==> src/hw/rtl/bpf_pkg.sv <==
`default_nettype none

package bpf_pkg;

  // Sync bytes that open every packet.
  localparam logic [7:0] SYNC_FIRST  = 8'hB5;
  localparam logic [7:0] SYNC_SECOND = 8'h62;

  // Depth of the queue between the classifier and the serialiser.
  localparam int BPF_QUEUE_DEPTH = 4;

  // One classified input word, as handed from the front end to the back end.
  typedef struct packed {
    logic        first;    // opens a message: header bytes go out first
    logic        has_pay;  // the payload byte is sent and summed
    logic        done;     // the message ends: both checksum bytes follow
    logic [7:0]  cls;
    logic [7:0]  id;
    logic [15:0] len;
    logic [7:0]  data;
  } bpf_item_t;

endpackage

`default_nettype wire

==> src/hw/rtl/bpf_front.sv <==
`default_nettype none

module bpf_front
  import bpf_pkg::*;
(
  input  wire logic        clk,
  input  wire logic        rst_n,
  input  wire logic        acc,
  input  wire logic [7:0]  cls,
  input  wire logic [7:0]  id,
  input  wire logic [15:0] len,
  input  wire logic [7:0]  data,
  output bpf_item_t        item
);

  logic [15:0] pos_r;
  logic [15:0] pos_nxt;
  logic [15:0] pos_adv;
  logic        first;
  logic        has_pay;
  logic        done;

  // The position counts payload bytes sent so far; zero means a new message.
  always_comb begin
    first = (pos_r == 16'd0);
    if (first) begin
      has_pay = (len != 16'd0);
      pos_adv = has_pay ? 16'd1 : 16'd0;
    end else begin
      has_pay = 1'b1;
      pos_adv = (pos_r == 16'hFFFF) ? pos_r : pos_r + 16'd1;
    end
    done    = (pos_adv >= len);
    pos_nxt = pos_r;
    if (acc) begin
      pos_nxt = done ? 16'd0 : pos_adv;
    end
  end

  always_ff @(posedge clk) begin
    if (!rst_n) begin
      pos_r <= 16'd0;
    end else begin
      pos_r <= pos_nxt;
    end
  end

  assign item = '{first: first, has_pay: has_pay, done: done,
                  cls: cls, id: id, len: len, data: data};

endmodule

`default_nettype wire

==> src/hw/rtl/bpf_queue.sv <==
`default_nettype none

module bpf_queue
  import bpf_pkg::*;
#(
  parameter int QueueDepth = BPF_QUEUE_DEPTH
) (
  input  wire logic      clk,
  input  wire logic      rst_n,
  input  wire logic      push,
  input  wire bpf_item_t push_item,
  output logic           full,
  input  wire logic      pop,
  output logic           head_valid,
  output bpf_item_t      head_item
);

  localparam int PtrW = (QueueDepth > 1) ? $clog2(QueueDepth) : 1;
  localparam int CntW = $clog2(QueueDepth + 1);

  bpf_item_t         mem_r [QueueDepth];
  logic [PtrW-1:0]   wr_ptr_r, wr_ptr_nxt;
  logic [PtrW-1:0]   rd_ptr_r, rd_ptr_nxt;
  logic [CntW-1:0]   count_r, count_nxt;

  always_comb begin
    wr_ptr_nxt = wr_ptr_r;
    rd_ptr_nxt = rd_ptr_r;
    count_nxt  = count_r;
    if (push) begin
      wr_ptr_nxt = (wr_ptr_r == PtrW'(QueueDepth - 1)) ? '0 : wr_ptr_r + 1'b1;
    end
    if (pop) begin
      rd_ptr_nxt = (rd_ptr_r == PtrW'(QueueDepth - 1)) ? '0 : rd_ptr_r + 1'b1;
    end
    if (push && !pop) begin
      count_nxt = count_r + 1'b1;
    end else if (pop && !push) begin
      count_nxt = count_r - 1'b1;
    end
  end

  always_ff @(posedge clk) begin
    if (!rst_n) begin
      wr_ptr_r <= '0;
      rd_ptr_r <= '0;
      count_r  <= '0;
    end else begin
      wr_ptr_r <= wr_ptr_nxt;
      rd_ptr_r <= rd_ptr_nxt;
      count_r  <= count_nxt;
    end
  end

  always_ff @(posedge clk) begin
    if (push) begin
      mem_r[wr_ptr_r] <= push_item;
    end
  end

  assign full       = (count_r == CntW'(QueueDepth));
  assign head_valid = (count_r != '0);
  assign head_item  = mem_r[rd_ptr_r];

endmodule

`default_nettype wire

==> src/hw/rtl/bpf_back.sv <==
`default_nettype none

module bpf_back
  import bpf_pkg::*;
(
  input  wire logic       clk,
  input  wire logic       rst_n,
  input  wire logic       head_valid,
  input  wire bpf_item_t  head_item,
  output logic            pop,
  output logic            out_valid,
  input  wire logic       out_ready,
  output logic [7:0]      out_byte,
  output logic            out_last
);

  // Byte kinds, in the order they appear on the wire.
  localparam logic [3:0] K_SYNC1 = 4'd0;
  localparam logic [3:0] K_SYNC2 = 4'd1;
  localparam logic [3:0] K_CLS   = 4'd2;
  localparam logic [3:0] K_ID    = 4'd3;
  localparam logic [3:0] K_LENL  = 4'd4;
  localparam logic [3:0] K_LENH  = 4'd5;
  localparam logic [3:0] K_DATA  = 4'd6;
  localparam logic [3:0] K_SUMA  = 4'd7;
  localparam logic [3:0] K_SUMB  = 4'd8;

  logic [3:0] kind_r, kind_nxt;
  logic       busy_r, busy_nxt;
  logic       valid_r, valid_nxt;
  logic [7:0] byte_r, byte_nxt;
  logic       last_r, last_nxt;
  logic [7:0] sum_a_r, sum_a_nxt;
  logic [7:0] sum_b_r, sum_b_nxt;

  logic [3:0] cur_kind;
  logic [3:0] next_kind;
  logic       item_end;
  logic       advance;
  logic       summed;
  logic [7:0] cur_byte;

  always_comb begin
    cur_kind = busy_r ? kind_r : (head_item.first ? K_SYNC1 : K_DATA);
    advance  = !valid_r || out_ready;

    cur_byte  = 8'd0;
    next_kind = cur_kind + 4'd1;
    item_end  = 1'b0;
    unique case (cur_kind)
      K_SYNC1: cur_byte = SYNC_FIRST;
      K_SYNC2: cur_byte = SYNC_SECOND;
      K_CLS:   cur_byte = head_item.cls;
      K_ID:    cur_byte = head_item.id;
      K_LENL:  cur_byte = head_item.len[7:0];
      K_LENH: begin
        cur_byte = head_item.len[15:8];
        if (head_item.has_pay) begin
          next_kind = K_DATA;
        end else if (head_item.done) begin
          next_kind = K_SUMA;
        end else begin
          item_end = 1'b1;
        end
      end
      K_DATA: begin
        cur_byte = head_item.data;
        if (head_item.done) begin
          next_kind = K_SUMA;
        end else begin
          item_end = 1'b1;
        end
      end
      K_SUMA:  cur_byte = sum_a_r;
      K_SUMB: begin
        cur_byte = sum_b_r;
        item_end = 1'b1;
      end
      default: item_end = 1'b1;
    endcase

    summed = (cur_kind == K_CLS) || (cur_kind == K_ID) || (cur_kind == K_LENL) ||
             (cur_kind == K_LENH) || (cur_kind == K_DATA);

    pop       = 1'b0;
    kind_nxt  = kind_r;
    busy_nxt  = busy_r;
    valid_nxt = valid_r;
    byte_nxt  = byte_r;
    last_nxt  = last_r;
    sum_a_nxt = sum_a_r;
    sum_b_nxt = sum_b_r;

    if (advance) begin
      valid_nxt = head_valid;
      if (head_valid) begin
        byte_nxt = cur_byte;
        last_nxt = (cur_kind == K_SUMB);
        if (cur_kind == K_SYNC1 || cur_kind == K_SUMB) begin
          sum_a_nxt = 8'd0;
          sum_b_nxt = 8'd0;
        end else if (summed) begin
          sum_a_nxt = sum_a_r + cur_byte;
          sum_b_nxt = sum_b_r + sum_a_nxt;
        end
        if (item_end) begin
          pop      = 1'b1;
          busy_nxt = 1'b0;
        end else begin
          busy_nxt = 1'b1;
          kind_nxt = next_kind;
        end
      end
    end
  end

  always_ff @(posedge clk) begin
    if (!rst_n) begin
      busy_r  <= 1'b0;
      valid_r <= 1'b0;
      kind_r  <= K_SYNC1;
      sum_a_r <= 8'd0;
      sum_b_r <= 8'd0;
    end else begin
      busy_r  <= busy_nxt;
      valid_r <= valid_nxt;
      kind_r  <= kind_nxt;
      sum_a_r <= sum_a_nxt;
      sum_b_r <= sum_b_nxt;
    end
  end

  always_ff @(posedge clk) begin
    byte_r <= byte_nxt;
    last_r <= last_nxt;
  end

  assign out_valid = valid_r;
  assign out_byte  = byte_r;
  assign out_last  = last_r;

endmodule

`default_nettype wire

==> src/hw/rtl/binary_packet_framer_fletcher8.sv <==
// An accepted word is queued, then its first byte leaves via the registered output stage.
// Throughput: one byte per cycle while out_tready holds, paced by the byte output port.
// Per word: one byte mid-message, six or seven to open, two more checksum bytes to close.
// Input words keep arriving at one per cycle while the queue has room.
// Reset: synchronous, active low; clears the byte position, the sums, the queue and the output.
`default_nettype none

module binary_packet_framer_fletcher8
  import bpf_pkg::*;
#(
  parameter int QueueDepth = BPF_QUEUE_DEPTH
) (
  input  wire logic        clk,
  input  wire logic        rst_n,
  // Input words, at most one payload byte each.
  input  wire logic        in_tvalid,
  output logic             in_tready,
  input  wire logic [39:0] in_tdata,   // msg_class[7:0], msg_id[15:8],
                                        // payload_length[31:16], payload_byte[39:32]
  // Framed packet bytes.
  output logic             out_tvalid,
  input  wire logic        out_tready,
  output logic [7:0]       out_tdata,  // out_byte[7:0]
  output logic             out_tlast   // frame_end: set on the final checksum byte
);

  // The front end keeps the byte position of the current message and tags every word
  // with whether it opens the message, carries a payload byte and closes the message.
  // Tagged words wait in a short queue, so the input side only waits once the queue is full.

  logic      q_full;
  logic      q_push;
  logic      q_pop;
  logic      q_valid;
  bpf_item_t front_item;
  bpf_item_t q_item;

  assign in_tready = !q_full;
  assign q_push    = in_tvalid && !q_full;

  bpf_front u_front (
    .clk   (clk),
    .rst_n (rst_n),
    .acc   (q_push),
    .cls   (in_tdata[7:0]),
    .id    (in_tdata[15:8]),
    .len   (in_tdata[31:16]),
    .data  (in_tdata[39:32]),
    .item  (front_item)
  );

  bpf_queue #(
    .QueueDepth (QueueDepth)
  ) u_queue (
    .clk        (clk),
    .rst_n      (rst_n),
    .push       (q_push),
    .push_item  (front_item),
    .full       (q_full),
    .pop        (q_pop),
    .head_valid (q_valid),
    .head_item  (q_item)
  );

  // The back end walks each tagged word through its bytes, keeps the Fletcher sums
  // over class, id, length and payload, and holds one byte in a registered output stage.
  bpf_back u_back (
    .clk        (clk),
    .rst_n      (rst_n),
    .head_valid (q_valid),
    .head_item  (q_item),
    .pop        (q_pop),
    .out_valid  (out_tvalid),
    .out_ready  (out_tready),
    .out_byte   (out_tdata),
    .out_last   (out_tlast)
  );

`ifndef SYNTH
  // Only a word that is present can be retired.
  a_pop_valid: assert property (@(posedge clk) disable iff (!rst_n)
    q_pop |-> q_valid)
    else $error("queue popped while empty");

  // An empty message opens and closes on the same word without payload.
  a_empty_msg: assert property (@(posedge clk) disable iff (!rst_n)
    (q_valid && q_item.first && q_item.len == 16'd0) |-> (q_item.done && !q_item.has_pay))
    else $error("empty message tagged wrongly");

  // A word inside a message always carries a payload byte.
  a_mid_pay: assert property (@(posedge clk) disable iff (!rst_n)
    (q_valid && !q_item.first) |-> q_item.has_pay)
    else $error("continuation word without payload");
`endif

endmodule

`default_nettype wire
==> config.mk <==
export PLATFORM = sky130hd
export DESIGN_NAME = binary_packet_framer_fletcher8
export DESIGN_NICKNAME = d
export VERILOG_FILES = /design/src/hw/rtl/bpf_pkg.sv /design/src/hw/rtl/bpf_front.sv /design/src/hw/rtl/bpf_queue.sv /design/src/hw/rtl/bpf_back.sv /design/src/hw/rtl/binary_packet_framer_fletcher8.sv
export SDC_FILE = /design/constraint.sdc
export NUM_CORES = 1
export LEC_CHECK = 0
export BUFFER_PORTS_ARGS = -buffer_cell sky130_fd_sc_hd__buf_2
export CAP_MARGIN = 40
export CORE_MARGIN = 3
export CORE_UTILIZATION = 30
export CTS_CLUSTER_SIZE = 14
export DETAILED_ROUTE_END_ITERATION = 7
export SKIP_CTS_REPAIR_TIMING = 1
export SYNTH_ARGS = -nofsm -noshare
export SYNTH_HDL_FRONTEND = slang
export SYNTH_SLANG_ARGS = --single-unit
==> constraint.sdc <==
create_clock -name clk -period 5.5 [get_ports clk]
set_clock_uncertainty 0.15 [all_clocks]
set_input_delay 1.65 -clock clk [delete_from_list [all_inputs] [get_ports clk]]
set_output_delay 1.65 -clock clk [all_outputs]
set_load 0.01 [all_outputs]
== Word level (Yosys, flattened, before mapping) ==
Memory sizes are Yosys's and may differ from the RTL's. A register that Yosys moved wholly into a read port is not among the register bits.
Index checks and enable logic that the tools add are counted.

* Bits in registers: 54
* Input port bits: 44
* Memories: 1
* RAM bits: 172
* Output and inout port bits: 11
* Word-level logic and storage cells: 87

* Equal/unequal tests: 12
* Order comparisons: 1
* $add $sub $neg: 8
* Bitwise logic cells: 1
* Muxes and demuxes: 30
* Reductions and logical operators: 23

{| class="wikitable"
|+ Memory list
! name !! words !! bits a word !! rd ports !! clocked after Yosys merged registers in !! wr ports !! line !! source
|-
| u_queue.mem_r || 4 || 43 || 1 || 1 || 1 || bpf_queue.sv:21 || <nowiki>bpf_item_t mem_r [QueueDepth];</nowiki>
|}

{| class="wikitable"
|+ Operator list
! cell !! number
|-
| $pmux W8 S9 || 1
|-
| $mux W16 || 3
|-
| $mux W8 || 4
|-
| $add A16 B1 Y16 const B || 1
|-
| $add A8 B8 Y8 || 2
|-
| $eq A16 B16 Y1 const B || 1
|-
| $eq A4 B3 Y1 const B || 4
|-
| $ge A16 B16 Y1 || 1
|-
| $logic_not A16 Y1 || 1
|-
| $reduce_bool A16 Y1 || 1
|-
| $mux W4 || 3
|-
| $mux W1 || 10
|-
| $mux W3 || 3
|-
| $eq A4 B2 Y1 const B || 2
|-
| $mux W2 || 4
|-
| $pmux W4 S2 || 1
|-
| $logic_or A1 B1 Y1 || 6
|-
| $reduce_and A3 Y1 || 2
|-
| $reduce_or A6 Y1 || 1
|-
| $add A2 B1 Y2 const B || 2
|-
| $add A4 B1 Y4 const B || 1
|-
| $eq A2 B2 Y1 const B || 2
|-
| $eq A4 B1 Y1 const B || 1
|-
| $eq A4 B4 Y1 const B || 1
|-
| other kinds (11) || 17
|}

== Depth between registers and ports, before layout ==
Gate-level depths: netlist of run 1.

* Depth after elaboration: 11
* Depth in mapped cells: 24
* Gate-level depth less buffers: 22

== Hierarchy ==
Synthesis of run 1 repeated with hierarchy kept, for this count alone.

* Cell total of the unflattened synthesis: 763
* Area total of the unflattened synthesis: 10995.5 um^2

{| class="wikitable"
|+ Modules (own cells, without submodules)
! module !! times used !! area an instance (um^2) !! sequential area each (um^2) !! cells an instance
|-
| bpf_queue || 1 || 6718.9 || 5345.1 || 269
|-
| bpf_back || 1 || 2327.2 || 710.7 || 253
|-
| bpf_front || 1 || 1939.4 || 320.3 || 239
|-
| binary_packet_framer_fletcher8 || 1 || 10.0 || 0.0 || 2
|}

== Least setup slack after synthesis of run 1 ==
No wires, ideal clock.

* Kind: register to register
* Start point: register (tool-made name)
* End point: register u_back.sum_b_r[7]
* Cell stages (with the launch flop): 21
* Period minus slack after synthesis: 5290 ps
* Setup time: 119 ps
* Path buffers: 3
* Required time: 5231 ps
* Setup slack: 210 ps
* Arrival time: 5022 ps
* Cells stage by stage: dfxtp_1 -> buf_2 -> buf_2 -> buf_2 -> mux4_2 -> a221oi_1 -> nand4_1 -> ha_1 -> fa_1 -> a21o_1 -> a21oi_1 -> xnor2_1 -> ha_1 -> and3_1 -> a221o_1 -> nor4_1 -> nor3_1 -> xor2_1 -> xnor3_1 -> mux2i_1 -> a21boi_1

{| class="wikitable"
|+ RTL lines
! element !! line !! source
|-
| to (signal assigned) || bpf_back.sv:129 || <nowiki>sum_b_r <= sum_b_nxt;</nowiki>
|-
| to (decl) || bpf_back.sv:34 || <nowiki>logic [7:0] sum_b_r, sum_b_nxt;</nowiki>
|}

==> results_dict.tcl, run 1 <==
set metrics [dict create \
    setup_violations 0 \
    drv_slew 0 \
    synth.avg_cell_area_um2 13.8 \
    grt_pass1_wl_um 38900 \
    fin_cells 1302 \
    grtUsageTotal_pct 13.5 \
    endpoint_kind "flop" \
    n_antenna_cell 0 \
    power.internal_mw 3.99 \
    synth-edff-count 181 \
    synth-compound-area-share_pct 10.2 \
    wirelength_um 24600 \
    ir_drop_mv 0.270 \
    vias_per_cell 4.92 \
    numCtsBuffers 25 \
    path_max_fanout 5 \
    start_util_pct 30.8 \
    grt_setup_unrepaired "no" \
    fmax_ghz 0.191 \
    p_leak_nw 4.38 \
    reg2reg_to "u_back.sum_b_r[7]$_SDFFE_PN0P_" \
    powerDensity_mw_per_mm2 489 \
    r2r_cells 22 \
    die_w_um 193 \
    status "complete, no violations" \
    synth_common_cells "181 x edfxtp_1, 47 x dfxtp_1, 43 x nand2_1, 42 x ha_1, 36 x inv_1" \
    grt_max_degree 57 \
    dpl.cell_count 1252 \
    fin_setup_tns_ps 0 \
    ys_types 64 \
    synthArstFlopShare_pct 0 \
    drc_errors 0 \
    post-route-period-util_pct 95.2 \
    wl_met3_um 1440 \
    whs_endpoint "u_back.kind_r[0]$_SDFFE_PN0P_" \
    finalCoreUtilization_pct 36.1 \
    hold_depth 2 \
    cts_tree "done" \
    yosysMostFrequentCell "edfxtp_1" \
    wl_met2_um 11700 \
    tightest_slew_ps 723 \
    io_buffers 54 \
    worst-r2r-setup-slack_ps 270 \
    multi_input_comb_area_mm2 0.00380 \
    synth_area_leaders "edfxtp_1 52%, dfxtp_1 9.0%, mux4_2 6.0%" \
    die_area_mm2 0.0371 \
    drive_above_1_share_pct 19.2 \
    root_buffer "clkbuf_16" \
    start_kind "flop" \
    clkSlewWorstSetupHoldPaths_ps 60 \
    yosys.area_share.simple_pct 9.13 \
    first_global_vias 6539 \
    drv_cap 0 \
    synth-warning-count 0 \
    synth_top_area_cell "edfxtp_1" \
    syn_area_mm2 0.0104 \
    ys_seq_elements 228 \
    seqCellArea_mm2 0.00638 \
    final-hold-violation-count 0 \
    hpwl_um 17400 \
    synth_ff_type "edfxtp_1" \
    power_frac_comb_pct 33.9 \
    final_nets 925 \
    antenna_found_initial 1 \
    synth_top_family_by_area "compound AO/OA/AOI/OAI gates" \
    netlist_instances 759 \
    crit_required_ps 5750 \
    drt-wirelength-per-cell_um 18.9 \
    layout_min_cycle_time_ps 5230 \
    hold_path.class "reg -> reg" \
    synthAdderAreaFrac_pct 5.61 \
    arrival_ps 5490 \
    htree_num_levels 1 \
    max_slew_margin_pct 51.8 \
    io_pins 55 \
    synthXorXnorAreaFrac_pct 1.89 \
    p_switching_mw 2.00 \
    drtAntennaViolNets 0 \
    finalWeightedCongestion 0.881 \
    power_frac_clock_pct 27.5 \
    highest_layer "met5" \
    synth_seq_area_share_pct 61.1 \
    min_from "u_back.kind_r[0]$_SDFFE_PN0P_" \
    clock_latency_ps 530 \
    rows 67 \
    vias 6408 \
    fillCellCount 3283 \
    pwr-share-seq_pct 38.5 \
    cts.path.max_buffers 3 \
    drt_iter0_drc 527 \
    dr.pass1.iters 4 \
    synth.mux.area_fraction_pct 9.37 \
    wl_met1_um 11000 \
    yosys.area.top_type_share_pct 52.0 \
    core_area_mm2 0.0340 \
    grt.overflow.total 0 \
    synth_fp_nets 848 \
    die_y_um 193 \
    clock-sinks 228 \
    area_growth_pct 17.3 \
    switching_share_pct 33.4 \
    crit_type "reg -> reg" \
]
==> state kept, by name, summed over array words and instances (netlist names), named ones only <==
signal / flops
u_back.busy_r: 1
u_back.kind_r: 4
u_back.out_byte: 8
u_back.out_last: 1
u_back.out_valid: 1
u_back.sum_a_r: 8
u_back.sum_b_r: 8
u_front.pos_r: 16
u_queue.count_r: 3
u_queue.mem_r: 172
u_queue.rd_ptr_r: 2
u_queue.wr_ptr_r: 2
==> per-stage QoR <==
| step | hold slack [ps] | cell area [um2] | power, mW | worst slack (ps) |
|---|---|---|---|---|
| after detailed placement | 319 | 11400 | 4.31 | 141 |
| final | 326 | 12200 | 5.99 | 265 |
| after global placement | 304 | 11300 | 4.28 | 235 |
| after CTS | 328 | 12200 | 5.98 | 107 |
| after global routing | 353 | 12200 | 6.35 | 12.3 |
| after floorplan | 294 | 10400 | 3.70 | 210 |
==> power by group through the flow <==
stage	Combinational, mW	Sequential (mW)	Clock, mW
4_1_cts	1.98	2.31	1.69
2_1_floorplan	1.39	2.31	0
3_3_place_gp	1.93	2.35	0
3_5_place_dp	1.97	2.34	0
5_1_grt	2.26	2.34	1.76
6_report	2.03	2.31	1.65
==> worst max-delay path, cell delays in order (launching register included) <==
cell and delay [ps]:
dfxtp_4 360, mux4_2 510, nand2_1 100, o21a_1 160, inv_1 70, ha_1 230, and2_1 170, a221oi_1 270
nand4_1 180, ha_1 270, fa_2 360, a21o_1 200, a21oi_2 170, xnor2_1 160, ha_1 290, and3_1 180
a221o_1 350, nor4_2 170, nor3_1 100, xor2_1 150, xnor3_1 220, mux2i_1 180, a21boi_1 70
==> metal layers <==
layer	up-vias	track usage [%]
li1	3081	-
met1	3148	19.1
met3	36	2.42
met5	-	0
met4	2	2.58
met2	141	22.0
==> logic make-up after synthesis <==
family                     after synthesis
AOI/OAI and AO/OA                      152
xor gates and xnor gates                21
adders and majority gates               45
buffers and inverters                   68
DFF                                    228
muxes                                   61
and+or+nand+nor                        184
==> area by class of cell <==
cell class / instances / area share [%]
Sequential cell: 228 / 52.1
Multi-Input combinational cell: 463 / 31.0
Clock buffer: 36 / 5.70
Tap cell: 448 / 4.58
Timing Repair Buffer: 82 / 4.57
Inverter: 36 / 1.10
Clock inverter: 9 / 0.899
==> placed cells by master, fill, tap and decap left out, drive strengths merged, types with 8 or more instances in the layout <==
cell,instances
nor2,31
nor2b,14
clkbuf,36
o22ai,10
o21ai,26
mux4,29
a22o,12
and3,8
edfxtp,181
xnor2,14
nor3,9
inv,37
a21boi,21
a21o,15
buf,82
nand3,29
a21oi,27
nand2,44
and2,10
mux2i,31
nand2b,8
nor4,8
dfxtp,47
ha,42
==> worst max-delay path by stage <==
stage	end	slack [ps]	depth (start not counted)
floorplan	u_back.sum_b_r[7]$_SDFFE_PN0P_	210	20
global placement	u_back.sum_b_r[7]$_SDFFE_PN0P_	240	22
detailed placement	u_back.sum_b_r[7]$_SDFFE_PN0P_	140	22
CTS	u_back.sum_b_r[7]$_SDFFE_PN0P_	110	22
global route	u_back.sum_b_r[7]$_SDFFE_PN0P_	10	22
finish	u_back.sum_b_r[7]$_SDFFE_PN0P_	270	22
Power figures use the tool's default switching activity.
==> run 2, diff against run 1 <==
MAX_ROUTING_LAYER = met4   (was unset)
==> run 2 against run 1 <==
- core utilization about the same
- wire length rose by 0.14%
- register-to-register slack about the same
- global-route usage rose by 0.40 points
- maximum frequency increased by 0.28%
- critical path type unchanged
- cell count about the same
- combinational power is essentially flat
- largest cell class unchanged
- worst setup slack better by 15 ps
- clock power barely moved
==> results_dict.tcl, run 2 (synthesis gave the netlist of run 1 again) <==
set metrics [dict create \
    arrival_ps 5470 \
    endpoint_kind "flop" \
    hold_depth 2 \
    first_global_vias 6534 \
    crit_type "reg -> reg" \
    hold_path.class "reg -> reg" \
    postPlaceCellArea_mm2 0.0114 \
    drv_cap 0 \
    path_max_fanout 5 \
    seqCellArea_mm2 0.00638 \
    die_y_um 193 \
    dr.pass1.iters 5 \
    layout_min_cycle_time_ps 5220 \
    largest_reg_flops 172 \
    grtUsageTotal_pct 13.9 \
    wirelength_um 24600 \
    status "complete, no violations" \
    drv_slew 0 \
    final_nets 925 \
    reg_top3 "u_queue.mem_r x172, u_front.pos_r x16" \
    stdcell_area_mm2 0.0122 \
    r2r_cells 22 \
    setup_violations 0 \
    die_area_mm2 0.0371 \
    drtAntennaViolNets 0 \
    hpwl_um 17400 \
    max_slew_margin_pct 50.3 \
    crit_required_ps 5750 \
    start_kind "flop" \
    multi_input_comb_area_mm2 0.00380 \
    cts_tree "done" \
    drt_iter0_drc 537 \
    root_buffer "clkbuf_16" \
    vias 6388 \
    finalWeightedCongestion 0.896 \
    power_mw 5.99 \
    core_area_mm2 0.0340 \
    layout_common_cells "181 x edfxtp_1, 54 x buf_2, 45 x dfxtp_1" \
    grt.overflow.total 0 \
    clkSlewWorstSetupHoldPaths_ps 60 \
    io_pins 55 \
    rows 67 \
    die_w_um 193 \
    whs_endpoint "u_back.sum_b_r[7]$_SDFFE_PN0P_" \
    drive_above_1_share_pct 19.2 \
    drc_errors 0 \
    grt_pass1_wl_um 38800 \
    htree_num_levels 1 \
    clock-sinks 228 \
    fmax_ghz 0.192 \
    p_leak_nw 4.38 \
    fin_setup_tns_ps 0 \
    reg2reg_to "u_back.sum_b_r[7]$_SDFFE_PN0P_" \
    post-route-period-util_pct 94.9 \
    worst-r2r-setup-slack_ps 280 \
    start_util_pct 30.8 \
    ir_drop_mv 0.268 \
    tightest_slew_ps 746 \
    grt_max_degree 57 \
    cts.path.max_buffers 3 \
    final-hold-violation-count 0 \
    drt-wirelength-per-cell_um 18.9 \
    grt_setup_unrepaired "no" \
    layout_commonest_cell "edfxtp_1" \
    regMostFlops "u_queue.mem_r" \
    fillCellCount 3282 \
    numCtsBuffers 25 \
    io_buffers 54 \
    clock_latency_ps 530 \
    vias_per_cell 4.90 \
    powerDensity_mw_per_mm2 489 \
    area_growth_pct 17.3 \
    antenna_found_initial 1 \
    min_from "u_back.sum_b_r[7]$_SDFFE_PN0P_" \
]
## run 2: cell types whose count changed in the layout (fill, tap and decap cells not counted)
cell     previous run  this run
diode_2             0         1
## run 2: layout make-up
class                   instances  share of cell area, %
diodes                          1                 0.0204
clock buffers                  36                   5.70
clock inverters                 9                  0.899
inverters                      36                   1.10
multi-input cells             463                   31.0
flip-flops and latches        228                   52.1
well taps                     448                   4.58
repair buffers                 82                   4.57
## run 2: layer usage
layer | global-route usage [%] | part of all wire, % | vias up
li1 | - | - | 3076
met1 | 19.2 | 47 | 3149
met2 | 21.9 | 47 | 127
met3 | 2.47 | 4.4 | 36
met4 | 2.58 | 1.9 | 0
met5 | - | 0 | -
## run 2: critical path, stage by stage (launching register included)
cell and delay [ps]:
dfxtp_4 360, mux4_2 510, nand2_1 100, o21a_1 160, inv_1 70, ha_1 230
and2_1 170, a221oi_1 260, nand4_1 180, ha_1 270, fa_2 360, a21o_1 200
a21oi_2 170, xnor2_1 160, ha_1 290, and3_1 180, a221o_1 350, nor4_2 170
nor3_1 100, xor2_1 150, xnor3_1 220, mux2i_1 180, a21boi_1 70
## run 2: metrics by stage
| step | util, % | cells | hold WS [ps] | setup slack, ps |
|---|---|---|---|---|
| 2_1_floorplan | - | 759 | 294 | 210 |
| 3_3_place_gp | 33.3 | 1247 | 304 | 235 |
| 3_5_place_dp | 33.5 | 1252 | 319 | 141 |
| 4_1_cts | 35.9 | 1297 | 328 | 107 |
| 5_1_grt | 36.1 | 1303 | 353 | 12.3 |
| 6_report | 36.1 | 1303 | 327 | 280 |
## run 2: worst max-delay path by stage
stage	endpoint	slack [ps]	depth (start not counted)
CTS	u_back.sum_b_r[7]$_SDFFE_PN0P_	110	22
detailed placement	u_back.sum_b_r[7]$_SDFFE_PN0P_	140	22
floorplan	u_back.sum_b_r[7]$_SDFFE_PN0P_	210	20
finish	u_back.sum_b_r[7]$_SDFFE_PN0P_	280	22
global placement	u_back.sum_b_r[7]$_SDFFE_PN0P_	240	22
global route	u_back.sum_b_r[7]$_SDFFE_PN0P_	10	22
## run 2: power breakdown
| part | total, mW | internal (mW) | switching (mW) |
|---|---|---|---|
| clock network | 1.65 | 0.979 | 0.668 |
| registers | 2.31 | 2.17 | 0.141 |
| logic | 2.04 | 0.841 | 1.20 |
| total | 5.99 | 3.99 | 2.01 |
==> run 3, diff against run 2 <==
CORE_UTILIZATION = 55   (was 30)
PLACE_DENSITY = 0.76   (was unset)
==> run 3 against run 2 <==
- clock power shrank 5%
- highest routed layer unchanged
- clock-buffer cell count shrank 8
- worst setup slack lost 6.7 ps
- design area shrank 3.3%
- register-to-register slack is essentially flat
- largest cell class unchanged
- first-iteration DRC count grew 13%
==> results_dict.tcl, run 3 (synthesis gave the netlist of run 1 again) <==
set metrics [dict create \
    status "complete, no violations" \
    vias 6637 \
    switching_share_pct 33.3 \
    p_switching_mw 1.96 \
    vias_per_cell 6.21 \
    layout_common_cells "181 x edfxtp_1, 54 x buf_2, 45 x dfxtp_1" \
    pwr-share-seq_pct 39.2 \
    grt.overflow.total 0 \
    crit_required_ps 5740 \
    die_y_um 144 \
    crit_type "reg -> reg" \
    layout_min_cycle_time_ps 5230 \
    hold_depth 2 \
    dp_worst_setup_slack_ps 37.1 \
    drive_above_1_share_pct 18.7 \
    power.internal_mw 3.92 \
    n_antenna_cell 0 \
    regMostFlops "u_queue.mem_r" \
    final_nets 915 \
    use_met2_pct 37.4 \
    reg_top3 "u_queue.mem_r x172, u_front.pos_r x16" \
    grt-busiest-layer "met2" \
    drv_cap 0 \
    clkSlewWorstSetupHoldPaths_ps 60 \
    area_growth_pct 13.5 \
    arrival_ps 5470 \
    dr.pass1.iters 5 \
    setup_violations 0 \
    hold_path.class "reg -> reg" \
    grt_max_degree 57 \
    post-route-period-util_pct 95.0 \
    final-hold-violation-count 0 \
    grtUsageTotal_pct 23.6 \
    hold_slack_ps 334 \
    r2r_cells 22 \
    clock-sinks 228 \
    htree_num_levels 1 \
    endpoint_kind "flop" \
    antenna_found_initial 0 \
    max_slew_margin_pct 47.0 \
    io_pins 55 \
    layout_commonest_cell "edfxtp_1" \
    tightest_slew_ps 788 \
    grt_use_met3_pct 4.16 \
    io_buffers 54 \
    drt_iter0_drc 608 \
    drtAntennaViolNets 0 \
    start_util_pct 57.0 \
    rows 49 \
    power_frac_comb_pct 34.1 \
    numCtsBuffers 23 \
    ir_drop_mv 0.253 \
    power_frac_clock_pct 26.7 \
    finalWeightedCongestion 0.976 \
    wirelength_um 22900 \
    grt_pass1_wl_um 36600 \
    fmax_ghz 0.191 \
    powerDensity_mw_per_mm2 497 \
    largest_reg_flops 172 \
    clock_latency_ps 510 \
    fin_ws_ps 273 \
    p_leak_nw 4.33 \
    cts.path.max_buffers 3 \
    drt-wirelength-per-cell_um 21.4 \
    drv_slew 0 \
    path_max_fanout 7 \
    drc_errors 0 \
    root_buffer "clkbuf_16" \
    first_global_vias 6840 \
    die_area_mm2 0.0207 \
    use_met1_pct 30.4 \
    die_w_um 144 \
    start_kind "flop" \
    core_area_mm2 0.0183 \
    cts_tree "done" \
    hpwl_um 15800 \
]
## run 3: routing by layer
layer	share of wire, %	up-vias
met3	7.3	65
met2	48	256
met1	41	3270
met5	0	-
li1	-	3046
met4	3.7	0
## run 3: area by class of cell
| cell class | instances | area (um2) |
|---|---|---|
| clock buffers | 28 | 594 |
| clock inverters | 11 | 160 |
| fillers | 1286 | 6480 |
| inverters | 36 | 135 |
| multi-input cells | 463 | 3820 |
| flip-flops and latches | 228 | 6380 |
| well taps | 229 | 287 |
| repair buffers | 74 | 474 |
## run 3: worst paths after layout
kind | start | to | slack (ps)
min | u_back.kind_r[0]$_SDFFE_PN0P_ | u_back.kind_r[0]$_SDFFE_PN0P_ | 330
min reg2reg | u_back.kind_r[0]$_SDFFE_PN0P_ | u_back.kind_r[0]$_SDFFE_PN0P_ | 330
max reg2reg | flop | u_back.sum_b_r[7]$_SDFFE_PN0P_ | 270
max | flop | u_back.sum_b_r[7]$_SDFFE_PN0P_ | 270
## run 3: power by group through the flow
| stage | Clock (mW) | Sequential (mW) | Combinational, mW |
|---|---|---|---|
| floorplan | 0 | 2.31 | 1.39 |
| global placement | 0 | 2.32 | 1.85 |
| detailed placement | 0 | 2.33 | 1.93 |
| CTS | 1.60 | 2.30 | 1.95 |
| global route | 1.68 | 2.33 | 2.21 |
| finish | 1.57 | 2.31 | 2.01 |
## run 3: worst max-delay path, stage by stage (launching register included)
cell and delay, ps:
dfxtp_4 360, mux4_2 540, nand2_2 120, o21a_1 140, inv_1 60, ha_1 230, and2_1 180, buf_4 160
a32oi_1 180, nand3_1 190, fa_2 450, a21o_1 200, a21oi_2 180, xnor2_1 180, ha_1 320, and3_1 180
a221o_1 340, nor4_2 160, nor3_1 110, xor2_1 150, xnor3_1 230, mux2i_1 190, a21boi_1 80
## run 3: stage by stage
step / power [mW] / cells / TNS [ps] / util (%) / area [um2]
after detailed placement: 4.26 / 1027 / 0 / 60.2 / 11000
after global placement: 4.18 / 1023 / 0 / 59.8 / 11000
final: 5.88 / 1069 / 0 / 64.6 / 11800
after floorplan: 3.70 / 759 / 0 / - / 10400
after global routing: 6.22 / 1069 / -17.0 / 64.6 / 11800
after CTS: 5.85 / 1066 / -23.5 / 64.3 / 11800
